File: config.mk
export PLATFORM = sky130hd
export DESIGN_NAME = pure_pursuit_steering
export DESIGN_NICKNAME = d
export VERILOG_FILES = /design/src/hdl/pps_pkg.sv /design/src/hdl/pure_pursuit_steering.sv
export SDC_FILE = /design/constraint.sdc
export NUM_CORES = 2
export LEC_CHECK = 0
export BUFFER_PORTS_ARGS = -buffer_cell sky130_fd_sc_hd__buf_2
export CORE_MARGIN = 2
export CORE_UTILIZATION = 60
export CTS_CLUSTER_SIZE = 16
export DETAILED_ROUTE_END_ITERATION = 16
export PLACE_DENSITY = 0.85
export REMOVE_ABC_BUFFERS = 1
export SLEW_MARGIN = 5
export SYNTH_ARGS = -nofsm -noshare
export SYNTH_HDL_FRONTEND = slang
export SYNTH_SLANG_ARGS = --single-unit
File: constraint.sdc
create_clock -name clk_i -period 17.6 [get_ports clk_i]
set_input_delay 0.88 -clock clk_i [delete_from_list [all_inputs] [get_ports clk_i]]
set_output_delay 0.88 -clock clk_i [all_outputs]
set_load 0.005 [all_outputs]
File: src/hdl/pps_pkg.sv
// Package for the pure-pursuit steering block: payload structs, register
// indices, reset values, CORDIC constants and arctangent table.
// No dependencies.
`default_nettype none

package pps_pkg;

  localparam int unsigned CfgIdxW = 3;
  localparam int unsigned CfgDataW = 16;

  localparam logic [CfgIdxW-1:0] REG_SPEED = 3'd0;
  localparam logic [CfgIdxW-1:0] REG_SPEED_DIV = 3'd1;
  localparam logic [CfgIdxW-1:0] REG_LA_MIN = 3'd2;
  localparam logic [CfgIdxW-1:0] REG_LA_MAX = 3'd3;
  localparam logic [CfgIdxW-1:0] REG_WHEELBASE = 3'd4;
  localparam logic [CfgIdxW-1:0] REG_AXLE_OFFSET = 3'd5;

  localparam logic [7:0] SPEED_RST = 8'd50;
  localparam logic [7:0] SPEED_DIV_RST = 8'd5;
  localparam logic [6:0] LA_MIN_RST = 7'd5;
  localparam logic [6:0] LA_MAX_RST = 7'd10;
  localparam logic [14:0] WHEELBASE_RST = 15'd256;
  localparam logic signed [15:0] AXLE_OFFSET_RST = 16'sd435;

  // CORDIC datapath widths
  localparam int unsigned CordW = 52;
  localparam int unsigned AngW = 20;
  localparam logic signed [CordW-1:0] CORDIC_KINV = 52'sd652032874;

  typedef struct packed {
    logic signed [15:0] point_x;
    logic signed [15:0] point_y;
    logic               last_point;
  } pps_in_t;

  typedef struct packed {
    logic signed [15:0] steering;
    logic               found;
  } pps_out_t;

  // atan(2^-i) in radians * 2^16
  function automatic logic signed [AngW-1:0] atan_lut(input logic [3:0] idx);
    logic signed [AngW-1:0] v;
    unique case (idx)
      4'd0:    v = 20'sd51472;
      4'd1:    v = 20'sd30386;
      4'd2:    v = 20'sd16055;
      4'd3:    v = 20'sd8150;
      4'd4:    v = 20'sd4091;
      4'd5:    v = 20'sd2047;
      4'd6:    v = 20'sd1024;
      4'd7:    v = 20'sd512;
      4'd8:    v = 20'sd256;
      4'd9:    v = 20'sd128;
      4'd10:   v = 20'sd64;
      4'd11:   v = 20'sd32;
      4'd12:   v = 20'sd16;
      4'd13:   v = 20'sd8;
      4'd14:   v = 20'sd4;
      default: v = 20'sd2;
    endcase
    return v;
  endfunction

endpackage

`default_nettype wire

File: src/hdl/pure_pursuit_steering.sv
// Pure-pursuit steering: lookahead search over a waypoint scan and steering
// angle by a shared CORDIC unit, one multiplier and a small divider.
// Depends on pps_pkg.
//
// Usage:
//   Input channel (in_valid_i / in_stall_o / in_data_i) carries one waypoint
//   per transfer; last_point marks the end of a scan. Only the last point of
//   a scan produces a result on the output channel (out_valid_o / out_stall_i
//   / out_data_o): steering in Q3.13 radians and the found flag.
//   Configuration writes (cfg_valid_i / cfg_ready_o) are taken at any time;
//   indices above 5 are ignored. Write them only while the block is idle.
//   Sequence: each point runs the speed/divisor divider, a clamp step, three
//   multiplier steps for a candidate point while no target is held, and a
//   decide step; no new point is taken before the decide step ends. The last
//   point of a scan with a target adds three 16-iteration CORDIC passes and a
//   multiply before its result appears; an arctangent pass is skipped for a
//   zero operand.
//   Reset restores the default registers and clears the search; no clearing
//   pass is needed. A result held by out_stall_i stays in the output
//   register; a further point may be taken meanwhile, and the block waits
//   before its own result until the register is free.
`default_nettype none

module pure_pursuit_steering
  import pps_pkg::*;
(
  input  wire logic               clk_i,
  input  wire logic               rst_ni,
  input  wire logic               in_valid_i,
  output      logic               in_stall_o,
  input  wire pps_in_t            in_data_i,
  output      logic               out_valid_o,
  input  wire logic               out_stall_i,
  output      pps_out_t           out_data_o,
  input  wire logic               cfg_valid_i,
  output      logic               cfg_ready_o,
  input  wire logic [CfgIdxW-1:0] cfg_index_i,
  input  wire logic [CfgDataW-1:0] cfg_data_i
);

  typedef enum logic [3:0] {
    ST_IDLE,
    ST_DIV,
    ST_LOOK,
    ST_SQX,
    ST_SQY,
    ST_CMP,
    ST_DECIDE,
    ST_ATAN1,
    ST_SIN,
    ST_MULW,
    ST_ATAN2,
    ST_DONE
  } state_e;

  state_e state_q;

  // configuration
  logic [7:0]         speed_q, sdiv_q;
  logic [6:0]         la_min_q, la_max_q;
  logic [14:0]        wb_q;
  logic signed [15:0] axle_q;

  // item and search state
  logic signed [15:0] px_q, py_q;
  logic               last_q;
  logic               tfound_q;
  logic signed [16:0] tdx_q;
  logic signed [15:0] tdy_q;
  logic [6:0]         la_q;

  // divider
  logic [7:0] rem_q, quo_q, dvs_q;
  logic [3:0] cnt_q;

  // shared units
  logic [34:0]             acc_q;
  logic signed [31:0]      sin_q;
  logic signed [CordW-1:0] cx_q, cy_q;
  logic signed [AngW-1:0]  cz_q;

  logic     out_valid_q;
  pps_out_t out_data_q;

  logic in_xfer, out_xfer, emit;
  assign in_xfer  = in_valid_i && !in_stall_o;
  assign out_xfer = out_valid_q && !out_stall_i;
  assign emit     = (state_q == ST_DONE) && (!out_valid_q || !out_stall_i);

  assign in_stall_o  = (state_q != ST_IDLE);
  assign cfg_ready_o = 1'b1;
  assign out_valid_o = out_valid_q;
  assign out_data_o  = out_data_q;

  // divider step
  logic [8:0] div_sh;
  logic       div_ge;
  logic [8:0] div_diff;
  assign div_sh   = {rem_q, quo_q[7]};
  assign div_ge   = (div_sh >= {1'b0, dvs_q});
  assign div_diff = div_sh - {1'b0, dvs_q};

  // clamp
  logic [6:0] la_clamp;
  always_comb begin
    priority if (quo_q < {1'b0, la_min_q}) begin
      la_clamp = la_min_q;
    end else if (quo_q > {1'b0, la_max_q}) begin
      la_clamp = la_max_q;
    end else begin
      la_clamp = quo_q[6:0];
    end
  end

  logic signed [16:0] dx;
  logic               dx_pos;
  assign dx     = $signed({px_q[15], px_q}) - $signed({axle_q[15], axle_q});
  assign dx_pos = !dx[16] && (dx != 17'sd0);

  // shared multiplier
  logic signed [16:0] mul_a;
  logic signed [31:0] mul_b;
  logic signed [48:0] prod;
  always_comb begin
    unique case (state_q)
      ST_SQX: begin
        mul_a = dx;
        mul_b = {{15{dx[16]}}, dx};
      end
      ST_SQY: begin
        mul_a = {py_q[15], py_q};
        mul_b = {{16{py_q[15]}}, py_q};
      end
      ST_CMP: begin
        mul_a = {10'd0, la_q};
        mul_b = {25'd0, la_q};
      end
      ST_MULW: begin
        mul_a = {2'b00, wb_q};
        mul_b = sin_q;
      end
      default: begin
        mul_a = '0;
        mul_b = '0;
      end
    endcase
  end
  assign prod = mul_a * mul_b;

  logic hit;
  assign hit = (acc_q >= {5'd0, prod[13:0], 16'd0});

  logic signed [CordW-1:0] num;
  assign num = {{2{prod[48]}}, prod, 1'b0};

  // shared CORDIC step
  logic signed [CordW-1:0] xs, ys, cx_nx, cy_nx;
  logic signed [AngW-1:0]  cz_nx, ang;
  logic                    sigma;
  assign xs    = cx_q >>> cnt_q;
  assign ys    = cy_q >>> cnt_q;
  assign ang   = atan_lut(cnt_q);
  assign sigma = (state_q == ST_SIN) ? cz_q[AngW-1] : !cy_q[CordW-1];
  assign cx_nx = sigma ? cx_q + ys : cx_q - ys;
  assign cy_nx = sigma ? cy_q - xs : cy_q + xs;
  assign cz_nx = sigma ? cz_q + ang : cz_q - ang;

  // Q.16 to Q3.13, half away from zero
  logic [AngW-1:0]    mag;
  logic [AngW-1:0]    rnd;
  logic signed [15:0] steer;
  assign mag   = cz_q[AngW-1] ? AngW'(-cz_q) : AngW'(cz_q);
  assign rnd   = (mag + AngW'(4)) >> 3;
  assign steer = cz_q[AngW-1] ? 16'(-rnd) : 16'(rnd);

  always_ff @(posedge clk_i or negedge rst_ni) begin
    if (!rst_ni) begin
      speed_q  <= SPEED_RST;
      sdiv_q   <= SPEED_DIV_RST;
      la_min_q <= LA_MIN_RST;
      la_max_q <= LA_MAX_RST;
      wb_q     <= WHEELBASE_RST;
      axle_q   <= AXLE_OFFSET_RST;
    end else if (cfg_valid_i && cfg_ready_o) begin
      unique case (cfg_index_i)
        REG_SPEED:       speed_q  <= cfg_data_i[7:0];
        REG_SPEED_DIV:   sdiv_q   <= cfg_data_i[7:0];
        REG_LA_MIN:      la_min_q <= cfg_data_i[6:0];
        REG_LA_MAX:      la_max_q <= cfg_data_i[6:0];
        REG_WHEELBASE:   wb_q     <= cfg_data_i[14:0];
        REG_AXLE_OFFSET: axle_q   <= $signed(cfg_data_i);
        default: ;
      endcase
    end
  end

  always_ff @(posedge clk_i or negedge rst_ni) begin
    if (!rst_ni) begin
      state_q     <= ST_IDLE;
      tfound_q    <= 1'b0;
      tdx_q       <= '0;
      tdy_q       <= '0;
      la_q        <= '0;
      cnt_q       <= '0;
      out_valid_q <= 1'b0;
    end else begin
      if (emit) begin
        out_valid_q <= 1'b1;
      end else if (out_xfer) begin
        out_valid_q <= 1'b0;
      end
      unique case (state_q)
        ST_IDLE: begin
          if (in_xfer) begin
            px_q    <= in_data_i.point_x;
            py_q    <= in_data_i.point_y;
            last_q  <= in_data_i.last_point;
            rem_q   <= '0;
            quo_q   <= speed_q;
            dvs_q   <= (sdiv_q == 8'd0) ? 8'd1 : sdiv_q;
            cnt_q   <= '0;
            state_q <= ST_DIV;
          end
        end
        ST_DIV: begin
          rem_q <= div_ge ? div_diff[7:0] : div_sh[7:0];
          quo_q <= {quo_q[6:0], div_ge};
          cnt_q <= cnt_q + 4'd1;
          if (cnt_q == 4'd7) begin
            state_q <= ST_LOOK;
          end
        end
        ST_LOOK: begin
          la_q    <= la_clamp;
          state_q <= (!tfound_q && dx_pos) ? ST_SQX : ST_DECIDE;
        end
        ST_SQX: begin
          acc_q   <= prod[34:0];
          state_q <= ST_SQY;
        end
        ST_SQY: begin
          acc_q   <= acc_q + prod[34:0];
          state_q <= ST_CMP;
        end
        ST_CMP: begin
          if (hit) begin
            tfound_q <= 1'b1;
            tdx_q    <= dx;
            tdy_q    <= py_q;
          end
          state_q <= ST_DECIDE;
        end
        ST_DECIDE: begin
          cnt_q <= '0;
          cz_q  <= '0;
          priority if (!last_q) begin
            state_q <= ST_IDLE;
          end else if (!tfound_q) begin
            state_q <= ST_DONE;
          end else if (tdy_q == 16'sd0) begin
            cx_q    <= CORDIC_KINV;
            cy_q    <= '0;
            state_q <= ST_SIN;
          end else begin
            cx_q    <= {{21{tdx_q[16]}}, tdx_q, 14'd0};
            cy_q    <= {{22{tdy_q[15]}}, tdy_q, 14'd0};
            state_q <= ST_ATAN1;
          end
        end
        ST_ATAN1: begin
          cnt_q <= cnt_q + 4'd1;
          if (cnt_q == 4'd15) begin
            cx_q    <= CORDIC_KINV;
            cy_q    <= '0;
            cz_q    <= cz_nx;
            state_q <= ST_SIN;
          end else begin
            cx_q <= cx_nx;
            cy_q <= cy_nx;
            cz_q <= cz_nx;
          end
        end
        ST_SIN: begin
          cx_q  <= cx_nx;
          cy_q  <= cy_nx;
          cz_q  <= cz_nx;
          cnt_q <= cnt_q + 4'd1;
          if (cnt_q == 4'd15) begin
            sin_q   <= cy_nx[31:0];
            state_q <= ST_MULW;
          end
        end
        ST_MULW: begin
          cnt_q <= '0;
          cz_q  <= '0;
          cx_q  <= {7'd0, la_q, 38'd0};
          cy_q  <= num;
          state_q <= (num == '0) ? ST_DONE : ST_ATAN2;
        end
        ST_ATAN2: begin
          cx_q  <= cx_nx;
          cy_q  <= cy_nx;
          cz_q  <= cz_nx;
          cnt_q <= cnt_q + 4'd1;
          if (cnt_q == 4'd15) begin
            state_q <= ST_DONE;
          end
        end
        ST_DONE: begin
          if (emit) begin
            out_data_q.steering <= steer;
            out_data_q.found    <= tfound_q;
            tfound_q            <= 1'b0;
            tdx_q               <= '0;
            tdy_q               <= '0;
            state_q             <= ST_IDLE;
          end
        end
        default: state_q <= ST_IDLE;
      endcase
    end
  end

  // checks
  a_busy_after_take: assert property (@(posedge clk_i) disable iff (!rst_ni)
    in_valid_i && !in_stall_o |=> in_stall_o)
    else $error("input taken again straight after a transfer");

  a_notfound_zero: assert property (@(posedge clk_i) disable iff (!rst_ni)
    out_valid_o && !out_data_o.found |-> out_data_o.steering == 16'sd0)
    else $error("steering non-zero without a target");

  a_steer_range: assert property (@(posedge clk_i) disable iff (!rst_ni)
    out_valid_o |-> ($signed(out_data_o.steering) <= 16'sd25736) &&
                    ($signed(out_data_o.steering) >= -16'sd25736))
    else $error("steering outside +-pi");

endmodule

`default_nettype wire

==> results.sh <==
export IMPL_crit_path_end="acc_q[34]$_DFFE_PP_"
export IMPL_grt_max_degree=83
export IMPL_cts_resized=0
export IMPL_wl_um=158000
export IMPL_crit_path_start_kind="register"
export IMPL_status="completed"
export IMPL_cts_sink_count=376
export IMPL_wl_per_cell_um=22.6
export IMPL_synth_top_cell_area_share=0.201
export IMPL_gp_congestion=0.996
export IMPL_clk_path_buf_depth=3
export IMPL_skew_ns=0.0254
export IMPL_placed_cell_area_um2=54000
export IMPL_fin_setup_tns_ns=0
export IMPL_drive_gt1_frac=0.0894
export IMPL_timing_final_crit_share=0.707
export IMPL_post_cts_setup_buffer_count=0
export IMPL_worst_pin_slew_ns=1.33
export IMPL_fmax_mhz=80.4
export IMPL_final_area_um2=55500
export IMPL_timing_rr_start="axle_q[1]$_DFFE_PN1P_"
export IMPL_ys_seq_area_frac=0.205
export IMPL_final_max_slew_viol_count=0
export IMPL_slew_headroom=0.112
export IMPL_cts_htree_levels=2
export IMPL_ant_nets=0
export IMPL_vias=44888
export IMPL_grt_overflow_total=0
export IMPL_synth_seq_cells=376
export IMPL_core_area_um2=86800
export IMPL_synth_area_per_cell_um2=8.99
export IMPL_grt_pass1_vias=44646
export IMPL_port_buffer_count=75
export IMPL_criticalPathCategory="reg2reg"
export IMPL_grtUsageTotal=0.351
export IMPL_cp_required_ns=17.96
export IMPL_cp_data_arrival_time_ns=12.80
export IMPL_cp_max_fo=29
export IMPL_die_area_um2=90000
export IMPL_num_rows=108
export IMPL_grt_pass1_wl_um=248000
export IMPL_area_growth_pct=5.57
export IMPL_fin_crit_ns=12.44
export IMPL_grt_setup_unrepaired="no"
export IMPL_yosysTopAreaCell="fa_1"
export IMPL_critPathMaxStageDelay_ns=0.71
export IMPL_critPathLaunch="axle_q[1]$_DFFE_PN1P_"
export IMPL_synthArstFlopShare=0.295
export IMPL_boundaryPins=77
export IMPL_syn_area_um2=52600
export IMPL_yosysUniqueCellTypes=94
export IMPL_finalSetupViolCount=0
export IMPL_syn_inst=5846
export IMPL_r2r_cells=45
export IMPL_clock_root_buffer="clkbuf_16"
export IMPL_cts_hold_buffers=0
export IMPL_die_w_um=300
export IMPL_routed_via_density=6.44
export IMPL_cp_slowest_cell="a21oi_1"
export IMPL_initial_core_util=0.606
export IMPL_drt_iter0_drc=5597
export IMPL_grt_antenna_before_repair=4
export IMPL_drcViolationCount=0
export IMPL_ys_flop_type="edfxtp_1"
export IMPL_path_clk_slew_ns=0.07
export IMPL_reg2reg_to="acc_q[34]$_DFFE_PP_"
export IMPL_die_y_um=300
export IMPL_drt_pass1_iter_count=8
export IMPL_ys_top_cells_by_area="fa_1 (20%), edfxtp_1 (15%), ha_1 (8.0%), nand2_1 (5.5%), mux4_2 (5.2%)"
export IMPL_finalHoldViolCount=0
export IMPL_yosysWarningCount=0
export IMPL_ff2ff_setup_slack_ns=5.16
export IMPL_clkLatencyLatePin_ns=0.63
export IMPL_synth_edf_count=265
export IMPL_hpwl_um=121000
export IMPL_nNetsFinal=6702
export IMPL_cts_inserted_buffers=43
export IMPL_crit_path_end_kind="register"
export IMPL_diodes=0
export IMPL_cts_tree="yes"
export IMPL_cap_violations=0
export IMPL_hold_path_class="in2async"
## area by class of cell
| type | count | area [µm²] |
|---|---|---|
| clock inverters | 28 | 325 |
| clock buffers | 52 | 1150 |
| flip-flops and latches | 376 | 10800 |
| multi-input cells | 4542 | 38300 |
| well taps | 1155 | 1450 |
| inverters | 673 | 2530 |
| fillers | 7013 | 31300 |
| repair buffers | 148 | 926 |
## state kept, by name, indices dropped and copies added, names as in the netlist, 15 cells and up
name,cells
cz_q,20
py_q,16
out_data_o,17
cy_q,52
tdy_q,16
wb_q,15
sin_q,32
tdx_q,17
px_q,16
axle_q,16
acc_q,35
cx_q,52
## cell usage after synthesis (71+ instances only)
library cell / instances
clkbuf_1: 188
nor2_1: 541
ha_1: 334
fa_1: 527
a21oi_1: 361
nand2_1: 770
mux2_2: 93
mux2i_1: 115
o21ai_0: 282
edfxtp_1: 265
dfrtp_1: 95
mux4_2: 121
nor3_1: 71
xor2_1: 133
nand3_1: 73
inv_1: 670
xnor2_1: 208
a21o_1: 137
## layout by cell type (no fill, tap or decap), types with 20 or more instances in the layout
| cell type | synthesis | routed |
|---|---|---|
| o21a_1 | 53 | 53 |
| buf_4 | 7 | 74 |
| mux2i_1 | 115 | 115 |
| nand4_1 | 30 | 30 |
| dfrtp_1 | 95 | 91 |
| or2_2 | 20 | 20 |
| nand2_1 | 770 | 769 |
| xor2_1 | 133 | 133 |
| nor4_1 | 28 | 28 |
| o211ai_1 | 24 | 24 |
| mux2_2 | 93 | 93 |
| fa_1 | 527 | 527 |
| xnor2_1 | 208 | 208 |
| edfxtp_1 | 265 | 265 |
| clkbuf_16 | 0 | 43 |
| a22oi_1 | 30 | 30 |
| nand3_1 | 73 | 73 |
| and2_1 | 27 | 26 |
| mux4_2 | 121 | 121 |
| and3_1 | 40 | 40 |
| inv_1 | 670 | 670 |
| or3_1 | 22 | 22 |
| nor2_1 | 541 | 537 |
| a21oi_1 | 361 | 352 |
| nor2b_1 | 55 | 55 |
| o21ai_0 | 282 | 282 |
| ha_1 | 334 | 334 |
| nand2b_1 | 51 | 51 |
| o21bai_1 | 35 | 35 |
| a31oi_1 | 55 | 53 |
| o31ai_1 | 31 | 31 |
| a211oi_1 | 38 | 38 |
| a21o_1 | 137 | 137 |
| buf_2 | 30 | 74 |
| nor3_1 | 71 | 68 |
## through the flow
step	util	hold WS (ns)	instances	worst slack, ns
after floorplan	-	0.443	5591	3.66
final	0.640	0.120	6974	5.16
after CTS	0.640	0.114	6974	5.47
after global routing	0.640	0.120	6974	4.35
after detailed placement	0.623	0.468	6894	5.50
after global placement	0.623	0.470	6894	5.72
## worst min path at each step
stage,depth (start not counted),to,from
floorplan,0,dvs_q[5]$_SDFFCE_PN0P_,sdiv_q[5]$_DFFE_PN0P_
global placement,0,dvs_q[1]$_SDFFCE_PN0P_,sdiv_q[1]$_DFFE_PN0P_
detailed placement,0,dvs_q[3]$_SDFFCE_PN0P_,sdiv_q[3]$_DFFE_PN0P_
CTS,1,la_q[2]$_DFFE_PN0N_,rst_ni
global route,1,la_q[2]$_DFFE_PN0N_,rst_ni
finish,1,la_q[1]$_DFFE_PN0N_,rst_ni
## metal layers
| metal | global-route usage | up-vias | share of wire |
|---|---|---|---|
| li1 | - | 19825 | - |
| met1 | 0.473 | 21846 | 0.39 |
| met2 | 0.542 | 2761 | 0.44 |
| met3 | 0.0850 | 450 | 0.12 |
| met4 | 0.156 | 6 | 0.051 |
| met5 | 0 | - | 0.00022 |
## cells by family after synthesis
| family | count (synthesis) | synth area share |
|---|---|---|
| AOI/OAI and AO/OA | 1203 | 0.144 |
| xor gates and xnor gates | 341 | 0.0568 |
| adders and majority gates | 861 | 0.280 |
| buffers and inverters | 942 | 0.0696 |
| DFF | 376 | 0.205 |
| muxes | 332 | 0.0952 |
| other | 2 | 0.000143 |
| and+or+nand+nor | 1789 | 0.150 |
## worst max-delay path: cells and delay by family (launching register included)
kind	cells	cell delay, ns
adder cells (fa/ha/maj)	9	4.01
flip-flops	1	0.55
AO/OA/AOI/OAI	16	3.76
AND/OR/NAND/NOR	10	1.95
buffers and inverters	7	0.93
XOR/XNOR	3	0.94
Power is left out: the tool's default activity adds up to more than one toggle a clock period on the data nets, which glitch-free logic cannot reach.
